[src/hw/rtl/rhsv_pkg.sv]
// ----------------------------------------------------------------------------
// rhsv_pkg
// Shared types and constants for the RGB to HSV converter.
// ----------------------------------------------------------------------------
package rhsv_pkg;

  localparam int ChanW              = 8;
  localparam int HueW               = 15;
  localparam int HueFracBitsDefault = 6;

  // one divider lane: partial remainder and divisor
  typedef struct packed {
    logic [ChanW-1:0] rem;
    logic [ChanW-1:0] div;
  } rhsv_div_t;

endpackage

[src/hw/rtl/rhsv_if.sv]
// ----------------------------------------------------------------------------
// rhsv_in_if / rhsv_out_if
// Valid/ready channels for RGB pixel items and HSV result items.
// ----------------------------------------------------------------------------
interface rhsv_in_if;
  logic                        valid;
  logic                        ready;
  logic [rhsv_pkg::ChanW-1:0]  red;
  logic [rhsv_pkg::ChanW-1:0]  green;
  logic [rhsv_pkg::ChanW-1:0]  blue;

  modport source (output valid, output red, output green, output blue, input ready);
  modport sink   (input valid, input red, input green, input blue, output ready);
endinterface

interface rhsv_out_if;
  logic                        valid;
  logic                        ready;
  logic [rhsv_pkg::HueW-1:0]   hue;
  logic [rhsv_pkg::ChanW-1:0]  saturation;
  logic [rhsv_pkg::ChanW-1:0]  brightness;

  modport source (output valid, output hue, output saturation, output brightness,
                  input ready);
  modport sink   (input valid, input hue, input saturation, input brightness,
                  output ready);
endinterface

[src/hw/rtl/rgb_to_hsv_converter_top.sv]
// ----------------------------------------------------------------------------
// rgb_to_hsv_converter_top
// RGB pixel to fixed-point HSV, one pixel per clock while out_o is not stalled.
// ----------------------------------------------------------------------------
// in_i carries red/green/blue items, out_o carries hue/saturation/brightness
// items, both valid/ready. Hue is in 1/2^HueFracBits degree units (15 bits).
// A front stage finds max/min and forms both dividends; a row of
// $clog2(360 << HueFracBits) division cells (15 for the default) then
// produces one quotient bit of hue and of saturation per cell.
// Throughput: one item per cycle while out_o.ready is high.
// Each stage advances when it is empty or the stage after it advances, so
// a stalled receiver only holds the items behind it; bubbles keep being
// filled and in_i.ready stays high while any stage is free.
// Reset clears all stage valid bits; no item is in flight afterward.
// ----------------------------------------------------------------------------
module rgb_to_hsv_converter_top #(
  parameter int HueFracBits = rhsv_pkg::HueFracBitsDefault
) (
  input  logic      clk_i,
  input  logic      rst_ni,
  rhsv_in_if.sink   in_i,
  rhsv_out_if.source out_o
);

  localparam int HueQw     = $clog2(360 << HueFracBits);
  localparam int NumStages = HueQw + 1;

  logic [NumStages-1:0]       vld;
  logic [NumStages:0]         rdy;
  rhsv_pkg::rhsv_div_t        hue_dv [NumStages];
  rhsv_pkg::rhsv_div_t        sat_dv [NumStages];
  logic [HueQw-1:0]           hue_sh [NumStages];
  logic [HueQw-1:0]           sat_sh [NumStages];
  logic [rhsv_pkg::ChanW-1:0] bright [NumStages];

  assign rdy[NumStages] = out_o.ready;

  for (genvar k = 0; k < NumStages; k++) begin : g_rdy
    assign rdy[k] = !vld[k] || rdy[k+1];
  end

  rhsv_front #(
    .HueFracBits (HueFracBits)
  ) u_front (
    .clk_i    (clk_i),
    .rst_ni   (rst_ni),
    .en_i     (rdy[0]),
    .valid_i  (in_i.valid),
    .red_i    (in_i.red),
    .green_i  (in_i.green),
    .blue_i   (in_i.blue),
    .valid_o  (vld[0]),
    .hue_dv_o (hue_dv[0]),
    .hue_sh_o (hue_sh[0]),
    .sat_dv_o (sat_dv[0]),
    .sat_sh_o (sat_sh[0]),
    .bright_o (bright[0])
  );

  for (genvar k = 1; k < NumStages; k++) begin : g_cell
    rhsv_div_cell #(
      .Qw (HueQw)
    ) u_cell (
      .clk_i    (clk_i),
      .rst_ni   (rst_ni),
      .en_i     (rdy[k]),
      .valid_i  (vld[k-1]),
      .hue_dv_i (hue_dv[k-1]),
      .hue_sh_i (hue_sh[k-1]),
      .sat_dv_i (sat_dv[k-1]),
      .sat_sh_i (sat_sh[k-1]),
      .bright_i (bright[k-1]),
      .valid_o  (vld[k]),
      .hue_dv_o (hue_dv[k]),
      .hue_sh_o (hue_sh[k]),
      .sat_dv_o (sat_dv[k]),
      .sat_sh_o (sat_sh[k]),
      .bright_o (bright[k])
    );
  end

  assign in_i.ready       = rdy[0];
  assign out_o.valid      = vld[NumStages-1];
  assign out_o.hue        = rhsv_pkg::HueW'(hue_sh[NumStages-1]);
  assign out_o.saturation = sat_sh[NumStages-1][rhsv_pkg::ChanW-1:0];
  assign out_o.brightness = bright[NumStages-1];

endmodule

[src/hw/rtl/rhsv_front.sv]
// ----------------------------------------------------------------------------
// rhsv_front
// Max/min, hue sector numerator and divider operands for one pixel.
// ----------------------------------------------------------------------------
module rhsv_front #(
  parameter int HueFracBits = rhsv_pkg::HueFracBitsDefault
) (
  input  logic                         clk_i,
  input  logic                         rst_ni,
  input  logic                         en_i,
  input  logic                         valid_i,
  input  logic [rhsv_pkg::ChanW-1:0]   red_i,
  input  logic [rhsv_pkg::ChanW-1:0]   green_i,
  input  logic [rhsv_pkg::ChanW-1:0]   blue_i,
  output logic                         valid_o,
  output rhsv_pkg::rhsv_div_t          hue_dv_o,
  output logic [$clog2(360 << HueFracBits)-1:0] hue_sh_o,
  output rhsv_pkg::rhsv_div_t          sat_dv_o,
  output logic [$clog2(360 << HueFracBits)-1:0] sat_sh_o,
  output logic [rhsv_pkg::ChanW-1:0]   bright_o
);

  localparam int HueQw    = $clog2(360 << HueFracBits);
  localparam int DivW     = HueQw + rhsv_pkg::ChanW;
  localparam int HueScale = 60 << HueFracBits;
  localparam int NumW     = 11;

  logic [rhsv_pkg::ChanW-1:0] mx, mn, d;
  logic [NumW-1:0]            n;
  logic [DivW-1:0]            hue_num, sat_num;

  logic                       valid_q;
  rhsv_pkg::rhsv_div_t        hue_dv_q, sat_dv_q;
  logic [HueQw-1:0]           hue_sh_q, sat_sh_q;
  logic [rhsv_pkg::ChanW-1:0] bright_q;

  always_comb begin
    mx = red_i;
    mn = red_i;
    if (green_i > mx) mx = green_i;
    if (blue_i > mx) mx = blue_i;
    if (green_i < mn) mn = green_i;
    if (blue_i < mn) mn = blue_i;
    d = mx - mn;

    // modular 11-bit arithmetic; true value always lies in [0, 6d)
    priority if (mx == red_i) begin
      n = NumW'(green_i) - NumW'(blue_i);
      if (green_i < blue_i) n = n + NumW'(6 * d);
    end else if (mx == green_i) begin
      n = NumW'(2 * d) + NumW'(blue_i) - NumW'(red_i);
    end else begin
      n = NumW'(4 * d) + NumW'(red_i) - NumW'(green_i);
    end

    hue_num = (d == '0) ? '0 : DivW'(n) * DivW'(HueScale);
    sat_num = DivW'({d, 8'h00}) - DivW'(d);
  end

  always_ff @(posedge clk_i or negedge rst_ni) begin
    if (!rst_ni) begin
      valid_q <= 1'b0;
    end else if (en_i) begin
      valid_q <= valid_i;
    end
  end

  always_ff @(posedge clk_i) begin
    if (en_i) begin
      hue_dv_q.rem <= hue_num[DivW-1:HueQw];
      hue_dv_q.div <= (d == '0) ? 8'd1 : d;
      hue_sh_q     <= hue_num[HueQw-1:0];
      sat_dv_q.rem <= sat_num[DivW-1:HueQw];
      sat_dv_q.div <= (mx == '0) ? 8'd1 : mx;
      sat_sh_q     <= sat_num[HueQw-1:0];
      bright_q     <= mx;
    end
  end

  assign valid_o  = valid_q;
  assign hue_dv_o = hue_dv_q;
  assign hue_sh_o = hue_sh_q;
  assign sat_dv_o = sat_dv_q;
  assign sat_sh_o = sat_sh_q;
  assign bright_o = bright_q;

endmodule

[src/hw/rtl/rhsv_div_cell.sv]
// ----------------------------------------------------------------------------
// rhsv_div_cell
// One restoring-division step for the hue and saturation lanes.
// ----------------------------------------------------------------------------
module rhsv_div_cell #(
  parameter int Qw = 15
) (
  input  logic                         clk_i,
  input  logic                         rst_ni,
  input  logic                         en_i,
  input  logic                         valid_i,
  input  rhsv_pkg::rhsv_div_t          hue_dv_i,
  input  logic [Qw-1:0]                hue_sh_i,
  input  rhsv_pkg::rhsv_div_t          sat_dv_i,
  input  logic [Qw-1:0]                sat_sh_i,
  input  logic [rhsv_pkg::ChanW-1:0]   bright_i,
  output logic                         valid_o,
  output rhsv_pkg::rhsv_div_t          hue_dv_o,
  output logic [Qw-1:0]                hue_sh_o,
  output rhsv_pkg::rhsv_div_t          sat_dv_o,
  output logic [Qw-1:0]                sat_sh_o,
  output logic [rhsv_pkg::ChanW-1:0]   bright_o
);

  localparam int W = rhsv_pkg::ChanW;

  logic [W:0]          hue_t, sat_t;
  logic                hue_ge, sat_ge;
  rhsv_pkg::rhsv_div_t hue_dv_d, sat_dv_d;

  logic                valid_q;
  rhsv_pkg::rhsv_div_t hue_dv_q, sat_dv_q;
  logic [Qw-1:0]       hue_sh_q, sat_sh_q;
  logic [W-1:0]        bright_q;

  always_comb begin
    hue_t  = {hue_dv_i.rem, hue_sh_i[Qw-1]};
    sat_t  = {sat_dv_i.rem, sat_sh_i[Qw-1]};
    hue_ge = hue_t >= {1'b0, hue_dv_i.div};
    sat_ge = sat_t >= {1'b0, sat_dv_i.div};

    hue_dv_d.div = hue_dv_i.div;
    sat_dv_d.div = sat_dv_i.div;
    hue_dv_d.rem = hue_ge ? W'(hue_t - {1'b0, hue_dv_i.div}) : hue_t[W-1:0];
    sat_dv_d.rem = sat_ge ? W'(sat_t - {1'b0, sat_dv_i.div}) : sat_t[W-1:0];
  end

  always_ff @(posedge clk_i or negedge rst_ni) begin
    if (!rst_ni) begin
      valid_q <= 1'b0;
    end else if (en_i) begin
      valid_q <= valid_i;
    end
  end

  always_ff @(posedge clk_i) begin
    if (en_i) begin
      hue_dv_q <= hue_dv_d;
      sat_dv_q <= sat_dv_d;
      hue_sh_q <= {hue_sh_i[Qw-2:0], hue_ge};
      sat_sh_q <= {sat_sh_i[Qw-2:0], sat_ge};
      bright_q <= bright_i;
    end
  end

  assign valid_o  = valid_q;
  assign hue_dv_o = hue_dv_q;
  assign hue_sh_o = hue_sh_q;
  assign sat_dv_o = sat_dv_q;
  assign sat_sh_o = sat_sh_q;
  assign bright_o = bright_q;

endmodule

[src/flat_wrapper.sv]
// flat-port wrapper written by rule: the top's interface ports become plain ports
module rgb_to_hsv_converter_top_flat 
#(
  parameter int HueFracBits = rhsv_pkg::HueFracBitsDefault
)
  (clk_i, rst_ni, in_i_valid, in_i_red, in_i_green, in_i_blue, in_i_ready, out_o_valid, out_o_hue, out_o_saturation, out_o_brightness, out_o_ready);
  rhsv_in_if in_i_i ();
  rhsv_out_if out_o_i ();
  input  logic clk_i;
  input  logic rst_ni;
  input wire logic [$bits(in_i_i.valid)-1:0] in_i_valid;
  input wire logic [$bits(in_i_i.red)-1:0] in_i_red;
  input wire logic [$bits(in_i_i.green)-1:0] in_i_green;
  input wire logic [$bits(in_i_i.blue)-1:0] in_i_blue;
  output wire logic [$bits(in_i_i.ready)-1:0] in_i_ready;
  output wire logic [$bits(out_o_i.valid)-1:0] out_o_valid;
  output wire logic [$bits(out_o_i.hue)-1:0] out_o_hue;
  output wire logic [$bits(out_o_i.saturation)-1:0] out_o_saturation;
  output wire logic [$bits(out_o_i.brightness)-1:0] out_o_brightness;
  input wire logic [$bits(out_o_i.ready)-1:0] out_o_ready;
  assign in_i_i.valid = in_i_valid;
  assign in_i_i.red = in_i_red;
  assign in_i_i.green = in_i_green;
  assign in_i_i.blue = in_i_blue;
  assign in_i_ready = in_i_i.ready;
  assign out_o_valid = out_o_i.valid;
  assign out_o_hue = out_o_i.hue;
  assign out_o_saturation = out_o_i.saturation;
  assign out_o_brightness = out_o_i.brightness;
  assign out_o_i.ready = out_o_ready;
  rgb_to_hsv_converter_top #(.HueFracBits(HueFracBits)) u_core (.clk_i(clk_i), .rst_ni(rst_ni), .in_i(in_i_i), .out_o(out_o_i));
endmodule
[config.mk]
export PLATFORM = sky130hd
export DESIGN_NAME = rgb_to_hsv_converter_top_flat
export DESIGN_NICKNAME = d
export VERILOG_FILES = /design/src/hw/rtl/rhsv_pkg.sv /design/src/hw/rtl/rhsv_if.sv /design/src/hw/rtl/rgb_to_hsv_converter_top.sv /design/src/hw/rtl/rhsv_front.sv /design/src/hw/rtl/rhsv_div_cell.sv /design/src/flat_wrapper.sv
export SDC_FILE = /design/constraint.sdc
export NUM_CORES = 2
export LEC_CHECK = 0
export BUFFER_PORTS_ARGS = -buffer_cell sky130_fd_sc_hd__buf_2
export CAP_MARGIN = 20
export CORE_MARGIN = 5
export CORE_UTILIZATION = 60
export DETAILED_ROUTE_END_ITERATION = 6
export HOLD_SLACK_MARGIN = 0.12
export PLACE_DENSITY = 0.84
export SYNTH_ARGS = -nofsm -noshare
export SYNTH_HDL_FRONTEND = slang
export SYNTH_SLANG_ARGS = --single-unit
[constraint.sdc]
create_clock -name clk_i -period 20 [get_ports clk_i]
set_clock_uncertainty 0.2 [all_clocks]
set_input_delay 4 -clock clk_i [delete_from_list [all_inputs] [get_ports clk_i]]
set_output_delay 4 -clock clk_i [all_outputs]
set_load 0.1 [all_outputs]
==> impl_metrics.yaml <==
layout:
  layout-drive-gt1-share: 0.06685
  synthToLayoutAreaGrowth_pct: 9.676
  stdcell_area_um2: 49140
  fin_nets: 4012
  nFillCells: 4854
synth:
  async_flop_share: 0.01735
  synthTopCellsByArea: "edfxtp_1 61%, ha_1 9.4%, inv_1 3.7%, o21ai_0 3.4%, fa_1 2.9%"
  yosysUniqueCellTypes: 76
  synth_nets: 3899
  synth_most_common_cell: "edfxtp_1"
  ys_seq_elements: 922
  yosysWarnings: 0
  synth_largest_area_cell: "edfxtp_1"
  yosysSeqAreaShare: 0.6161
  synth_top_area_share: 0.6072
  avgSynthCellArea_um2: 12.92
  syn_area_um2: 44810
  synth-edff-count: 906
  syn-instance-count: 3468
  synth-main-ff-cell: "edfxtp_1"
  yosys-top-cells-count: "906 x edfxtp_1, 444 x inv_1, 337 x ha_1"
detailed_routing:
  viasPerCell: 5.738
  drt_iter0_drc: 1713
  antenna_left: 0
  vias: 26513
  wl_per_cell_um: 18.89
  firstDrtPassIters: 7
  drt-total-wl_um: 87300
  drc: 2
grt:
  antenna_found_initial: 3
  grt_first_pass_wirelength_um: 140300
  grt_util_all_layers: 0.2129
  grt.overflow.total: 0
  grt_pass1_vias: 28230
  grt_max_degree: 63
worst_setup_path:
  criticalPathCategory: "in -> reg"
  startpoint_type: "primary input"
  crit_path_top_delay_cell: "xnor2_1"
  critPathCaptureType: "flip-flop"
  crit_top_cell: "a21oi_1"
  cp_data_required_time_ps: 20150
  crit_fanout: 18
  timing.critical_path.slowest_cell_delay_ps: 820
  arrival_ps: 15900
clocking:
  clk_latency_ps: 640
  post-cts-setup-buffer-count: 0
  clkSlewWorstSetupHoldPaths_ps: 60
  cts_sinks: 922
  cts_buffer_depth: 3
  tritoncts: "built"
  cts_max_level: 3
  numCtsBuffers: 86
  cts_root_buffer: "clkbuf_16"
  postCtsResizedCells: 0
  hold_buffers: 0
floorplanning:
  rows: 100
  core_um2: 74200
  start_util: 0.6039
  fp.dieH_um: 283.3
  num_io_pins: 61
  fp.dieW_um: 283.3
  dieArea_um2: 80240
sta:
  setup_violations: 0
  fmax_mhz: 63.49
  tightest_slew_ps: 1135
  hold_violations: 0
  rsz0062_at_grt: "false"
  slew_headroom: 0.2425
  period_needed_ps: 15750
  tns_ps: 0
  timing.final.crit_share: 0.7875
  hold_ws_ps: 202.8
  slew_viol_final: 0
run_status:
  violations: "DRC"
  status: "finished with violations"
placement:
  postPlaceCellArea_um2: 46230
  port_buffers: 60
  place.gp.congestion: 0.9111
  hpwlAfterDp_um: 58080
flow_run:
  max_cap_violations: 0
min_path:
  hold_class: "reg -> reg"
==> cells in the final DEF (no fill, tap or decap), drive strengths merged, types with 23 or more instances in the layout <==
cell type / n
ha: 337
a21o: 67
nand2: 227
nor2b: 84
mux2i: 25
clkbuf: 112
fa: 66
nand2b: 95
xor2: 71
nand4: 55
edfxtp: 906
a21oi: 105
xnor2: 93
and2: 58
nor2: 185
o31ai: 56
o21ai: 306
inv: 449
nand3: 29
clkinv: 28
buf: 81
or4: 23
==> critical path, delay by kind of cell <==
kind,cells,cell delay [ps]
AO/OA/AOI/OAI,20,4480
adder cells (fa/ha/maj),9,3750
XOR/XNOR,3,1170
AND/OR/NAND/NOR,6,1140
buffers and inverters,6,980
multiplexers,1,350
==> cells by family after synthesis <==
kind of cell    share of synthesized area
buf+inv                           0.04306
mux                              0.006590
other cells                    0.00008369
flops                              0.6161
fa+ha+maj                          0.1238
simple gates                      0.08835
compound gates                    0.08977
xor+xnor                          0.03222
==> per-stage QoR <==
stage               cells    util  setup slack (ps)
global placement     4458  0.6231              3660
global route         4620  0.6623              3379
floorplan            3468       -              4120
detailed placement   4458  0.6231              3397
finish               4621  0.6623              4251
CTS                  4615  0.6614              3999
==> cell type report <==
class / count / area [µm²] / area share
tap: 969 / 1212 / 0.02467
antenna: 2 / 5.005 / 0.0001018
sequential: 922 / 27610 / 0.5618
multi-input combinational: 2044 / 15310 / 0.3115
clock inverter: 45 / 539.3 / 0.01097
clock buffer: 112 / 2301 / 0.04682
timing repair buffer: 81 / 495.5 / 0.01008
inverter: 446 / 1674 / 0.03407
==> metal layers <==
metal  part of all wire  vias up  global-route usage
met3              0.043      257             0.03103
met1               0.36    12880              0.2291
met2               0.55      775              0.4147
met5            0.00016        -                   0
li1                   -    12599                   -
met4              0.044        2             0.08928
==> path summary, 6_finish.rpt <==
kind	startpoint	end	slack [ps]	depth (start not counted)
min in group asynchronous	rst_ni	u_core.g_cell[3].u_cell.valid_o	3130	1
max in group asynchronous	rst_ni	u_core.g_cell[8].u_cell.valid_o	16090	1
min	u_core.g_cell[2].u_cell.sat_sh_o[6]	u_core.g_cell[3].u_cell.sat_sh_o[7]	200	0
max	in_i_green[1]	u_core.u_front.hue_dv_o[15]	4250	45
min reg2reg	u_core.g_cell[2].u_cell.sat_sh_o[6]	u_core.g_cell[3].u_cell.sat_sh_o[7]	200	0
max reg2reg	u_core.g_cell[15].u_cell.valid_o	u_core.g_cell[2].u_cell.sat_sh_o[11]	15070	12
==> registers in the layout, indices dropped and copies added (netlist names) <==
name	count
u_core.u_front.bright_o	8
u_core.u_front.hue_dv_o	16
u_core.u_front.hue_sh_o	7
u_core.u_front.sat_sh_o	15
u_core.g_cell.u_cell.hue_sh_o	141
u_core.u_front.valid_o	1
u_core.u_front.sat_dv_o	10
u_core.g_cell.u_cell.valid_o	15
u_core.g_cell.u_cell.hue_dv_o	224
u_core.g_cell.u_cell.bright_o	120
u_core.g_cell.u_cell.sat_sh_o	141
u_core.g_cell.u_cell.sat_dv_o	224
Power is not shown: default switching activity piles up to over one toggle a cycle in this logic, so the estimate is an artifact.
